### src/design/slbp_pkg.sv
// Shared types and constants for the status LED and buzzer pattern generator.
package slbp_pkg;

  localparam int unsigned TimeW   = 32;
  localparam int unsigned StatusW = 3;
  localparam int unsigned PeriodW = 16;
  localparam int unsigned LevelW  = 8;
  localparam int unsigned FreqW   = 12;
  localparam int unsigned DurW    = 10;
  localparam int unsigned PhaseW  = 2;
  localparam int unsigned InDataW  = 40;
  localparam int unsigned OutDataW = 48;
  localparam int unsigned CfgIdxW  = 1;
  localparam int unsigned CfgDataW = 16;

  // Device status codes
  localparam logic [StatusW-1:0] ST_INIT        = 3'd0;
  localparam logic [StatusW-1:0] ST_STARTUP     = 3'd1;
  localparam logic [StatusW-1:0] ST_NO_SIM      = 3'd2;
  localparam logic [StatusW-1:0] ST_NO_NETWORK  = 3'd3;
  localparam logic [StatusW-1:0] ST_NO_INTERNET = 3'd4;
  localparam logic [StatusW-1:0] ST_NO_GPS      = 3'd5;
  localparam logic [StatusW-1:0] ST_HAS_GPS     = 3'd6;

  // Configuration register indexes
  localparam logic [CfgIdxW-1:0] CFG_BLINK_HALF = 1'd0;
  localparam logic [CfgIdxW-1:0] CFG_BRIGHTNESS = 1'd1;

  localparam logic [PeriodW-1:0] BLINK_HALF_RST = 16'd500;
  localparam logic [LevelW-1:0]  BRIGHTNESS_RST = 8'd50;

  // Beep phases
  localparam logic [PhaseW-1:0] PH_0 = 2'd0;
  localparam logic [PhaseW-1:0] PH_1 = 2'd1;
  localparam logic [PhaseW-1:0] PH_2 = 2'd2;
  localparam logic [PhaseW-1:0] PH_3 = 2'd3;

  // Tone frequencies and durations
  localparam logic [FreqW-1:0] F_1000 = 12'd1000;
  localparam logic [FreqW-1:0] F_1500 = 12'd1500;
  localparam logic [FreqW-1:0] F_2000 = 12'd2000;
  localparam logic [DurW-1:0]  D_100  = 10'd100;
  localparam logic [DurW-1:0]  D_200  = 10'd200;
  localparam logic [DurW-1:0]  D_500  = 10'd500;

  // Wait thresholds (strictly greater than)
  localparam logic [TimeW-1:0] W_STARTUP_STEP = 32'd150;
  localparam logic [TimeW-1:0] W_STARTUP_END  = 32'd250;
  localparam logic [TimeW-1:0] W_NO_SIM       = 32'd300;
  localparam logic [TimeW-1:0] W_LONG         = 32'd3000;
  localparam logic [TimeW-1:0] W_SECOND_BEEP  = 32'd200;

  typedef struct packed {
    logic             start;
    logic [FreqW-1:0] freq_hz;
    logic [DurW-1:0]  duration_ms;
  } tone_t;

  typedef struct packed {
    logic [TimeW-1:0]  last_beep_time;
    logic [PhaseW-1:0] beep_phase;
  } beep_state_t;

  typedef struct packed {
    logic [LevelW-1:0] red;
    logic [LevelW-1:0] green;
    logic [LevelW-1:0] blue;
  } pixel_t;

endpackage

### src/design/slbp_led.sv
// Blink toggle update and status pixel colour.
module slbp_led
  import slbp_pkg::*;
(
  input  logic [TimeW-1:0]   now_ms,
  input  logic [StatusW-1:0] device_status,
  input  logic [PeriodW-1:0] blink_half_period_ms,
  input  logic [LevelW-1:0]  led_brightness,
  input  logic               blink_on,
  input  logic [TimeW-1:0]   last_blink_time,
  output logic               blink_on_nxt,
  output logic [TimeW-1:0]   last_blink_time_nxt,
  output pixel_t             pixel
);

  logic [TimeW-1:0] elapsed;
  logic             flip;
  logic             r, g, b, blinks;

  assign elapsed = now_ms - last_blink_time;
  assign flip    = elapsed > {{(TimeW-PeriodW){1'b0}}, blink_half_period_ms};
  assign blink_on_nxt        = flip ? !blink_on : blink_on;
  assign last_blink_time_nxt = flip ? now_ms : last_blink_time;

  always_comb begin
    r = 1'b0;
    g = 1'b0;
    b = 1'b0;
    blinks = 1'b0;
    case (device_status)
      ST_NO_SIM: begin
        r = 1'b1;
        b = 1'b1;
        blinks = 1'b1;
      end
      ST_NO_INTERNET: begin
        r = 1'b1;
        g = 1'b1;
        blinks = 1'b1;
      end
      ST_NO_GPS: b = 1'b1;
      ST_HAS_GPS: g = 1'b1;
      default: r = 1'b1;
    endcase
    // blank a blinking colour in its off half
    if (blinks && !blink_on_nxt) begin
      r = 1'b0;
      g = 1'b0;
      b = 1'b0;
    end
  end

  assign pixel.red   = r ? led_brightness : '0;
  assign pixel.green = g ? led_brightness : '0;
  assign pixel.blue  = b ? led_brightness : '0;

endmodule

### src/design/slbp_beep.sv
// Buzzer pattern step: tone command, startup end flag and next beep state.
module slbp_beep
  import slbp_pkg::*;
(
  input  logic [TimeW-1:0]   now_ms,
  input  logic [StatusW-1:0] device_status,
  input  beep_state_t        beep_state,
  output beep_state_t        beep_state_nxt,
  output tone_t              tone,
  output logic               status_change
);

  logic [TimeW-1:0]  elapsed;
  logic [PhaseW-1:0] phase;
  logic              long_gap;

  assign elapsed  = now_ms - beep_state.last_beep_time;
  assign phase    = beep_state.beep_phase;
  assign long_gap = elapsed > W_LONG;

  always_comb begin
    beep_state_nxt = beep_state;
    tone           = '0;
    status_change  = 1'b0;
    case (device_status)
      ST_STARTUP: begin
        if (phase == PH_0) begin
          tone = '{1'b1, F_1000, D_100};
          beep_state_nxt = '{now_ms, PH_1};
        end else if (phase == PH_1 && elapsed > W_STARTUP_STEP) begin
          tone = '{1'b1, F_1500, D_100};
          beep_state_nxt = '{now_ms, PH_2};
        end else if (phase == PH_2 && elapsed > W_STARTUP_STEP) begin
          tone = '{1'b1, F_2000, D_200};
          beep_state_nxt = '{now_ms, PH_3};
        end else if (phase == PH_3 && elapsed > W_STARTUP_END) begin
          status_change = 1'b1;
          beep_state_nxt.beep_phase = PH_0;
        end
      end
      ST_NO_SIM: begin
        if (elapsed > W_NO_SIM) begin
          tone = '{1'b1, F_2000, D_100};
          beep_state_nxt.last_beep_time = now_ms;
        end
      end
      ST_NO_NETWORK: begin
        if (long_gap) begin
          tone = '{1'b1, F_1000, D_500};
          beep_state_nxt.last_beep_time = now_ms;
        end
      end
      ST_NO_INTERNET: begin
        // a long gap restarts the double beep at its first tone
        if (long_gap || phase == PH_1) begin
          tone = '{1'b1, F_1500, D_100};
          beep_state_nxt = '{now_ms, PH_2};
        end else if (phase == PH_2 && elapsed > W_SECOND_BEEP) begin
          tone = '{1'b1, F_1500, D_100};
          beep_state_nxt.beep_phase = PH_0;
        end
      end
      ST_HAS_GPS: beep_state_nxt.beep_phase = PH_0;
      default: begin
      end
    endcase
  end

endmodule

### src/design/status_led_buzzer_pattern_generator.sv
// Top level of the status LED and buzzer pattern generator.
//
// Each input transaction is one update tick (millisecond time and device
// status); each produces exactly one output transaction with the pixel
// colour, an optional tone command and the startup-done flag. A tick lands
// in an input register, then compare and subtract logic updates the blink
// and beep state and loads the result register, so the block takes one
// transaction per cycle while the output is not stalled by out_tready; a
// tick waits in the input register while the result register is held. The
// input side keeps accepting while a finished result waits, as long as the
// result register is free or being drained in the same cycle.
module status_led_buzzer_pattern_generator
  import slbp_pkg::*;
(
  input  logic                clk,
  input  logic                rst_n,
  input  logic                in_tvalid,
  output logic                in_tready,
  // [31:0] now_ms, [34:32] device_status, [39:35] zero
  input  logic [InDataW-1:0]  in_tdata,
  output logic                out_tvalid,
  input  logic                out_tready,
  // [7:0] led_red, [15:8] led_green, [23:16] led_blue, [24] tone_start,
  // [36:25] tone_freq_hz, [46:37] tone_duration_ms, [47] status_change
  output logic [OutDataW-1:0] out_tdata,
  input  logic                cfg_we,
  input  logic [CfgIdxW-1:0]  cfg_addr,
  input  logic [CfgDataW-1:0] cfg_wdata
);

  // configuration
  logic [PeriodW-1:0] blink_half_r;
  logic [LevelW-1:0]  brightness_r;

  // input stage
  logic               in_vld_r;
  logic [TimeW-1:0]   now_r;
  logic [StatusW-1:0] status_r;

  // pattern state
  logic               blink_on_r, blink_on_nxt;
  logic [TimeW-1:0]   last_blink_r, last_blink_nxt;
  beep_state_t        beep_r, beep_nxt;

  // result stage
  logic                out_vld_r;
  logic [OutDataW-1:0] out_data_r, out_data_nxt;

  pixel_t pixel;
  tone_t  tone;
  logic   change;
  logic   advance;
  logic   fire;

  // the result register is free or empties this cycle
  assign advance   = !out_vld_r || out_tready;
  assign fire      = in_vld_r && advance;
  assign in_tready = !in_vld_r || advance;

  slbp_led u_led (
    .now_ms               (now_r),
    .device_status        (status_r),
    .blink_half_period_ms (blink_half_r),
    .led_brightness       (brightness_r),
    .blink_on             (blink_on_r),
    .last_blink_time      (last_blink_r),
    .blink_on_nxt         (blink_on_nxt),
    .last_blink_time_nxt  (last_blink_nxt),
    .pixel                (pixel)
  );

  slbp_beep u_beep (
    .now_ms         (now_r),
    .device_status  (status_r),
    .beep_state     (beep_r),
    .beep_state_nxt (beep_nxt),
    .tone           (tone),
    .status_change  (change)
  );

  assign out_data_nxt = {change, tone.duration_ms, tone.freq_hz, tone.start,
                         pixel.blue, pixel.green, pixel.red};

  // configuration writes
  always_ff @(posedge clk) begin
    if (!rst_n) begin
      blink_half_r <= BLINK_HALF_RST;
      brightness_r <= BRIGHTNESS_RST;
    end else if (cfg_we) begin
      case (cfg_addr)
        CFG_BLINK_HALF: blink_half_r <= cfg_wdata[PeriodW-1:0];
        CFG_BRIGHTNESS: brightness_r <= cfg_wdata[LevelW-1:0];
        default: begin
        end
      endcase
    end
  end

  // input register: load on every accepted transaction
  always_ff @(posedge clk) begin
    if (!rst_n) begin
      in_vld_r <= 1'b0;
    end else if (in_tready) begin
      in_vld_r <= in_tvalid;
    end
  end

  always_ff @(posedge clk) begin
    if (in_tvalid && in_tready) begin
      now_r    <= in_tdata[TimeW-1:0];
      status_r <= in_tdata[TimeW+StatusW-1:TimeW];
    end
  end

  // pattern state: advance once per processed tick
  always_ff @(posedge clk) begin
    if (!rst_n) begin
      blink_on_r   <= 1'b0;
      last_blink_r <= '0;
      beep_r       <= '0;
    end else if (fire) begin
      blink_on_r   <= blink_on_nxt;
      last_blink_r <= last_blink_nxt;
      beep_r       <= beep_nxt;
    end
  end

  // result register
  always_ff @(posedge clk) begin
    if (!rst_n) begin
      out_vld_r <= 1'b0;
    end else if (advance) begin
      out_vld_r <= in_vld_r;
    end
  end

  always_ff @(posedge clk) begin
    if (fire) begin
      out_data_r <= out_data_nxt;
    end
  end

  assign out_tvalid = out_vld_r;
  assign out_tdata  = out_data_r;

endmodule
### config.mk
export PLATFORM = sky130hd
export DESIGN_NAME = status_led_buzzer_pattern_generator
export DESIGN_NICKNAME = d
export VERILOG_FILES = /design/src/design/slbp_pkg.sv /design/src/design/slbp_led.sv /design/src/design/slbp_beep.sv /design/src/design/status_led_buzzer_pattern_generator.sv
export SDC_FILE = /design/constraint.sdc
export NUM_CORES = 1
export LEC_CHECK = 0
export BUFFER_PORTS_ARGS = -buffer_cell sky130_fd_sc_hd__clkbuf_2
export CAP_MARGIN = 10
export CORE_MARGIN = 2
export CORE_UTILIZATION = 66
export DETAILED_ROUTE_END_ITERATION = 8
export HOLD_SLACK_MARGIN = 0.1
export PLACE_DENSITY = 0.9
export SLEW_MARGIN = 10
export SYNTH_ARGS = -nofsm -noshare
export SYNTH_HDL_FRONTEND = slang
export SYNTH_SLANG_ARGS = --single-unit
### constraint.sdc
create_clock -name clk -period 13.8 [get_ports clk]
set_input_delay 2.07 -clock clk [delete_from_list [all_inputs] [get_ports clk]]
set_output_delay 2.07 -clock clk [all_outputs]
set_load 0.03 [all_outputs]
; Word level (Yosys, flattened, before mapping)
; Cells that the tools add are included.
[classes]
add_sub_neg = 2
mul = 0
n_div = 0
n_lt_le_gt_ge = 6
n_eq_ne = 15
shifts = 0
muxes = 29
n_bitwise = 2
reduce_logical = 27
[op_table]
columns = cell, count
row1 = two-way mux 23 bit, 7
row2 = two-way mux 32 bit, 4
row3 = one-hot mux 32 bit (4 select lines), 1
row4 = > comparator 32 x 8 -> 1 bit (second input constant), 3
row5 = one-hot mux 23 bit (4 select lines), 1
row6 = two-way mux 34 bit, 2
row7 = subtractor 32 bit, 2
row8 = > comparator 32 x 12 -> 1 bit (second input constant), 1
row9 = > comparator 32 x 16 -> 1 bit, 1
row10 = > comparator 32 x 9 -> 1 bit (second input constant), 1
row11 = == test 3 bit (second input constant), 3
row12 = two-way mux 1 bit, 9
row13 = two-way mux 2 bit, 4
row14 = OR reduction 2 bit, 4
row15 = logical AND 1 bit, 7
row16 = == test 3 x 2 -> 1 bit (second input constant), 2
row17 = inequality test 2 x 1 -> 1 bit (second input constant), 3
row18 = one-hot mux 2 bit (3 select lines), 1
row19 = AND reduction 2 bit, 3
row20 = AND reduction 6 bit, 1
row21 = inequality test 5 x 1 -> 1 bit (second input constant), 1
row22 = == test 2 bit (second input constant), 2
row23 = logical NOT 1 bit, 4
row24 = inequality test 4 x 1 -> 1 bit (second input constant), 1
row25 = other kinds (10), 13
[word_totals]
regBits = 176
latch_bits = 0
mem_bits_rw = 0
romBits = 0
input_bits = 62
output_inout_bits = 50
word_cells = 96
mem_count = 0

; Longest topological paths before layout
[logic_depth]
ltp_word = 8
mapped_depth = 25
ltp_nobuf = 23

; Cells and area by module
; From an unflattened synthesis, not the netlist that was laid out.
[hier_totals]
cells_unflattened = 1555
hier_area_um2 = 13217.7
[by_module_without_submodules]
columns = module, n_inst, cells_per_inst, area_each_um2, seq_area_each_um2
row1 = status_led_buzzer_pattern_generator, 1, 491, 6127.1, 4354.2
row2 = slbp_led, 1, 555, 3714.8, 0.0
row3 = slbp_beep, 1, 509, 3375.7, 0.0

; Worst setup path before layout
; No wires, ideal clock.
[synth_timing]
kind = register to register
startpoint = register now_r[1]
endpoint = register out_data_r[12], in the netlist out_tdata[12], data pin
setup_ps = 261
arrival_time_ps = 4997
t_required_ps = 13539
path_slack_ps = 8542
stages_incl_launch_ff = 23
path_buffers = 1
synth_period_minus_slack_ps = 5258
path_cell_list = edfxtp_1 ha_1 nor2b_1 o21a_1 o21ai_0 nand2_1 a22oi_1 nand2b_1 a21o_1 a21o_1 a21boi_0 xnor2_1 ha_1 nand4_1 or2_2 nor4_1 o22ai_1 a2111oi_0 nand4_1 nor3_2 buf_2 mux2i_1 a311o_1
[synth_via]
elab_chain_cells = 6
[synth_lines]
columns = element, line_no
row1 = from (decl), status_led_buzzer_pattern_generator.sv:37  ; logic [TimeW-1:0] now_r;
row2 = from (signal assigned), status_led_buzzer_pattern_generator.sv:110  ; now_r <= in_tdata[TimeW-1:0];
row3 = subtractor 32 bit, slbp_led.sv:20  ; assign elapsed = now_ms - last_blink_time;
row4 = > comparator 32 x 16 -> 1 bit, slbp_led.sv:21  ; assign flip = elapsed > {{(TimeW-PeriodW){1'b0}}, blink_half_period_ms};
row5 = two-way mux 1 bit, slbp_led.sv:22  ; assign blink_on_nxt = flip ? !blink_on : blink_on;
row6 = logical NOT 1 bit, slbp_led.sv:46  ; if (blinks && !blink_on_nxt) begin
row7 = logical AND 1 bit, slbp_led.sv:46
row8 = two-way mux 1 bit, slbp_led.sv:46
row9 = to (signal assigned), status_led_buzzer_pattern_generator.sv:139  ; out_data_r <= out_data_nxt;
row10 = to (decl), status_led_buzzer_pattern_generator.sv:47  ; logic [OutDataW-1:0] out_data_r, out_data_nxt;
; No other way between the ends.
; A chain may end at the register's enable or synchronous reset.

; Final worst setup path
[layout_timing]
startpoint = register now_r[1]
endpoint = register out_data_r[10], in the netlist out_tdata[10], data pin
; Same word-level chain as after synthesis.

==> flow_summary.yaml <==
cells_and_area:
  fillers: 1333
  area_delta_synth_final_pct: 7.56
  layout.nets: 1674
  layoutNonFillerInstCount: 1774
  stdcell_area_um2: 13200
  drive_gt1_share_pct: 10.2
  postLayoutCoreUtil_pct: 72.8
  diodes: 0
clocking:
  cts-root-buf: "clkbuf_16"
  clk_pin_slew_ns: 0.06
  clock-sinks: 163
  htree_num_levels: 4
  hold_buffers: 0
  clk-insertion-delay-late_ns: 0.44
  cts_buffers: 17
  cts_resized: 0
  post_cts_buffers: 0
  cts_tree: "built"
  cts_buffer_depth: 2
pwr:
  powerDensity_nw_per_um2: 111
  p_leak_nw: 5.04
  power.total_mw: 1.46
  worst_ir_drop_vdd_mv: 0.102
critical_path:
  crit_path_max_fanout: 83
  path_class: "flip-flop to flip-flop"
  cp_data_required_time_ns: 13.98
  crit_path_end: "out_tdata[10]"
  r2r_end: "out_tdata[10]"
  cp-startpoint: "now_r[1]"
  crit_arrival_ns: 6.97
  reg2reg_from: "now_r[1]"
  reg2reg_depth: 22
  rrSetupSlack_ns: 7.01
  startpoint_type: "flip-flop"
  worstSetupEndpointType: "flip-flop"
route:
  vias: 11839
  drt_iter0_drc: 1123
  routed_wl_um: 31200
  dr.pass1.iters: 6
  wl_per_cell_um: 17.6
  antenna_left: 0
  drc_errors: 0
  vias_per_cell: 6.67
place:
  place_area_um2: 12600
  place_ws_ns: 7.25
  finalWeightedCongestion: 0.926
  dp_hpwl_um: 21800
  placed_cells: 1742
  port_buffers: 100
flow_run:
  drv_cap: 0
synthesis:
  yosysMostFrequentCell: "nand4_1"
  synth-seq-cells: 163
  ys_top_cells_by_area: "edfxtp_1 17%, dfxtp_1 15%, ha_1 8.0%, nand4_1 7.0%, a21oi_1 5.1%"
  synth.yosys.warnings: 0
  synth_top_area_share_pct: 17.2
  syn_area_per_cell_um2: 8.03
  ys_async_sr_fraction_pct: 0
  synthCells: 1525
  ys_seq_area_share_pct: 32.4
  synth_top_area_cell: "edfxtp_1"
  synthFlopType: "dfxtp_1"
  synthDistinctLibCells: 75
  syn_area_um2: 12200
  synth_common_cells: "138 x nand4_1, 137 x nand2_1, 124 x a21oi_1, 95 x inv_1, 94 x nand3_1"
  synth_edf_count: 70
grt:
  antenna_found_initial: 0
  grt_pass1_vias: 10795
  overflow: 0
  grt_pass1_wl_um: 50400
  track_usage_pct: 31.0
  grt_max_degree: 117
sta:
  whs_ns: 0.456
  setup_ws_ns: 7.01
  setup-tns-final_ns: 0
  drv_slew: 0
  worst_clock_skew_ns: 0.00905
  worstMarginPinSlew_ns: 1.22
  hold_viol_final: 0
  slew_headroom_pct: 18.5
  max_freq_mhz: 147
  period_minus_slack_ns: 6.79
  finalCritPeriodShare_pct: 49.2
  finalSetupViolations: 0
  rsz0062_at_grt: "no"
die:
  fp.dieH_um: 140
  ios: 112
  start_util_pct: 67.7
  coreArea_um2: 18100
  die_w_um: 140
  die_area_um2: 19700
  row_count: 49
hold_path:
  hold_class: "flip-flop to flip-flop"
outcome:
  outcome: "finished clean"
## worst min path at each step
| stage | from | endpoint | cells after the start | slack, ns |
|---|---|---|---|---|
| after floorplan | blink_half_r[10] | blink_half_r[10] | 2 | 0.44 |
| after global placement | blink_half_r[3] | blink_half_r[3] | 2 | 0.44 |
| after detailed placement | blink_half_r[13] | blink_half_r[13] | 2 | 0.45 |
| after CTS | blink_half_r[13] | blink_half_r[13] | 2 | 0.46 |
| after global routing | blink_half_r[3] | blink_half_r[3] | 2 | 0.48 |
| final | blink_half_r[14] | blink_half_r[14] | 2 | 0.46 |
## power breakdown
part / internal [mW] / switching, mW
Sequential: 0.536 / 0.0309
Clock: 0.272 / 0.207
Combinational: 0.152 / 0.262
## kinds of logic (layout without fill, tap and decap cells)
group | after synthesis | in the layout | synth area share [%]
buffers and inverters | 224 | 239 | 7.59
other | 1 | 6 | 0.0306
xor gates and xnor gates | 45 | 45 | 3.22
DFF | 163 | 163 | 32.4
and+or+nand+nor | 610 | 610 | 26.6
muxes | 30 | 30 | 2.46
adders and majority gates | 80 | 80 | 8.30
AOI/OAI and AO/OA | 372 | 372 | 19.5
## registers in the layout, indices dropped and copies added, names as in the netlist
name / count
blink_half_r: 16
last_blink_r: 32
in_vld_r: 1
now_r: 32
beep_r: 34
out_tvalid: 1
brightness_r: 8
status_r: 3
out_tdata: 35
blink_on_r: 1
## per-layer routing
| metal | wire length [um] | part of all wire [%] | up-vias | global-route usage, % |
|---|---|---|---|---|
| met3 | 2270 | 7.3 | 95 | 4.85 |
| li1 | - | - | 5631 | - |
| met4 | 1250 | 4.0 | 0 | 16.3 |
| met2 | 15100 | 48 | 557 | 52.1 |
| met1 | 12600 | 40 | 5556 | 38.5 |
| met5 | 0 | 0 | - | 0 |
## cell type report
class	count	area [um2]	area share (%)
multi-input cells	1143	7400	56.2
flip-flops and latches	163	3960	30.1
clock inverters	11	128	0.969
inverters	96	360	2.74
well taps	229	287	2.17
repair buffers	111	586	4.44
clock buffers	21	450	3.42
## worst max-delay path, stage by stage (launching register included)
cell	delay, ns
edfxtp_1	0.55
ha_1	0.34
nor2b_1	0.13
o21a_1	0.18
o21ai_0	0.33
nand2_1	0.13
a22oi_1	0.28
nand2b_1	0.14
a21o_1	0.20
a21o_1	0.20
a21boi_0	0.22
xnor2_1	0.10
ha_1	0.29
nand4_1	0.12
or2_2	0.35
nor4_1	0.49
o22ai_1	0.13
a2111oi_0	0.37
nand4_1	0.21
nor3_4	0.37
buf_4	0.76
mux2i_1	0.20
a311o_1	0.38
## layout by cell type (no fill, tap or decap), types with 6 or more instances in the layout
| master | netlist | final |
|---|---|---|
| xor2_1 | 17 | 17 |
| o21ai_1 | 35 | 34 |
| a21o_1 | 22 | 22 |
| or3_1 | 12 | 12 |
| nand4_1 | 138 | 138 |
| nor2_1 | 88 | 87 |
| o21a_1 | 20 | 20 |
| inv_1 | 95 | 94 |
| nand3_1 | 94 | 94 |
| xnor2_1 | 28 | 28 |
| ha_1 | 78 | 78 |
| o21ai_0 | 40 | 39 |
| edfxtp_1 | 70 | 70 |
| mux2i_1 | 29 | 29 |
| a211o_1 | 19 | 19 |
| a311o_1 | 10 | 10 |
| nor3_1 | 18 | 18 |
| o211ai_1 | 19 | 19 |
| clkbuf_2 | 0 | 99 |
| o31ai_1 | 7 | 7 |
| buf_4 | 14 | 12 |
| nand2_1 | 137 | 137 |
| clkbuf_16 | 0 | 17 |
| and2_1 | 9 | 8 |
| a31oi_1 | 13 | 13 |
| nand4b_1 | 32 | 32 |
| nor2b_1 | 28 | 28 |
| dfxtp_1 | 93 | 93 |
| o21bai_1 | 8 | 8 |
| conb_1 | 1 | 6 |
| nand2b_1 | 22 | 22 |
| o22ai_1 | 6 | 6 |
| a21oi_1 | 124 | 124 |
| a211oi_1 | 9 | 9 |
| and3_1 | 7 | 7 |
| nor4_1 | 7 | 7 |
Power figures use the tool's default switching activity.
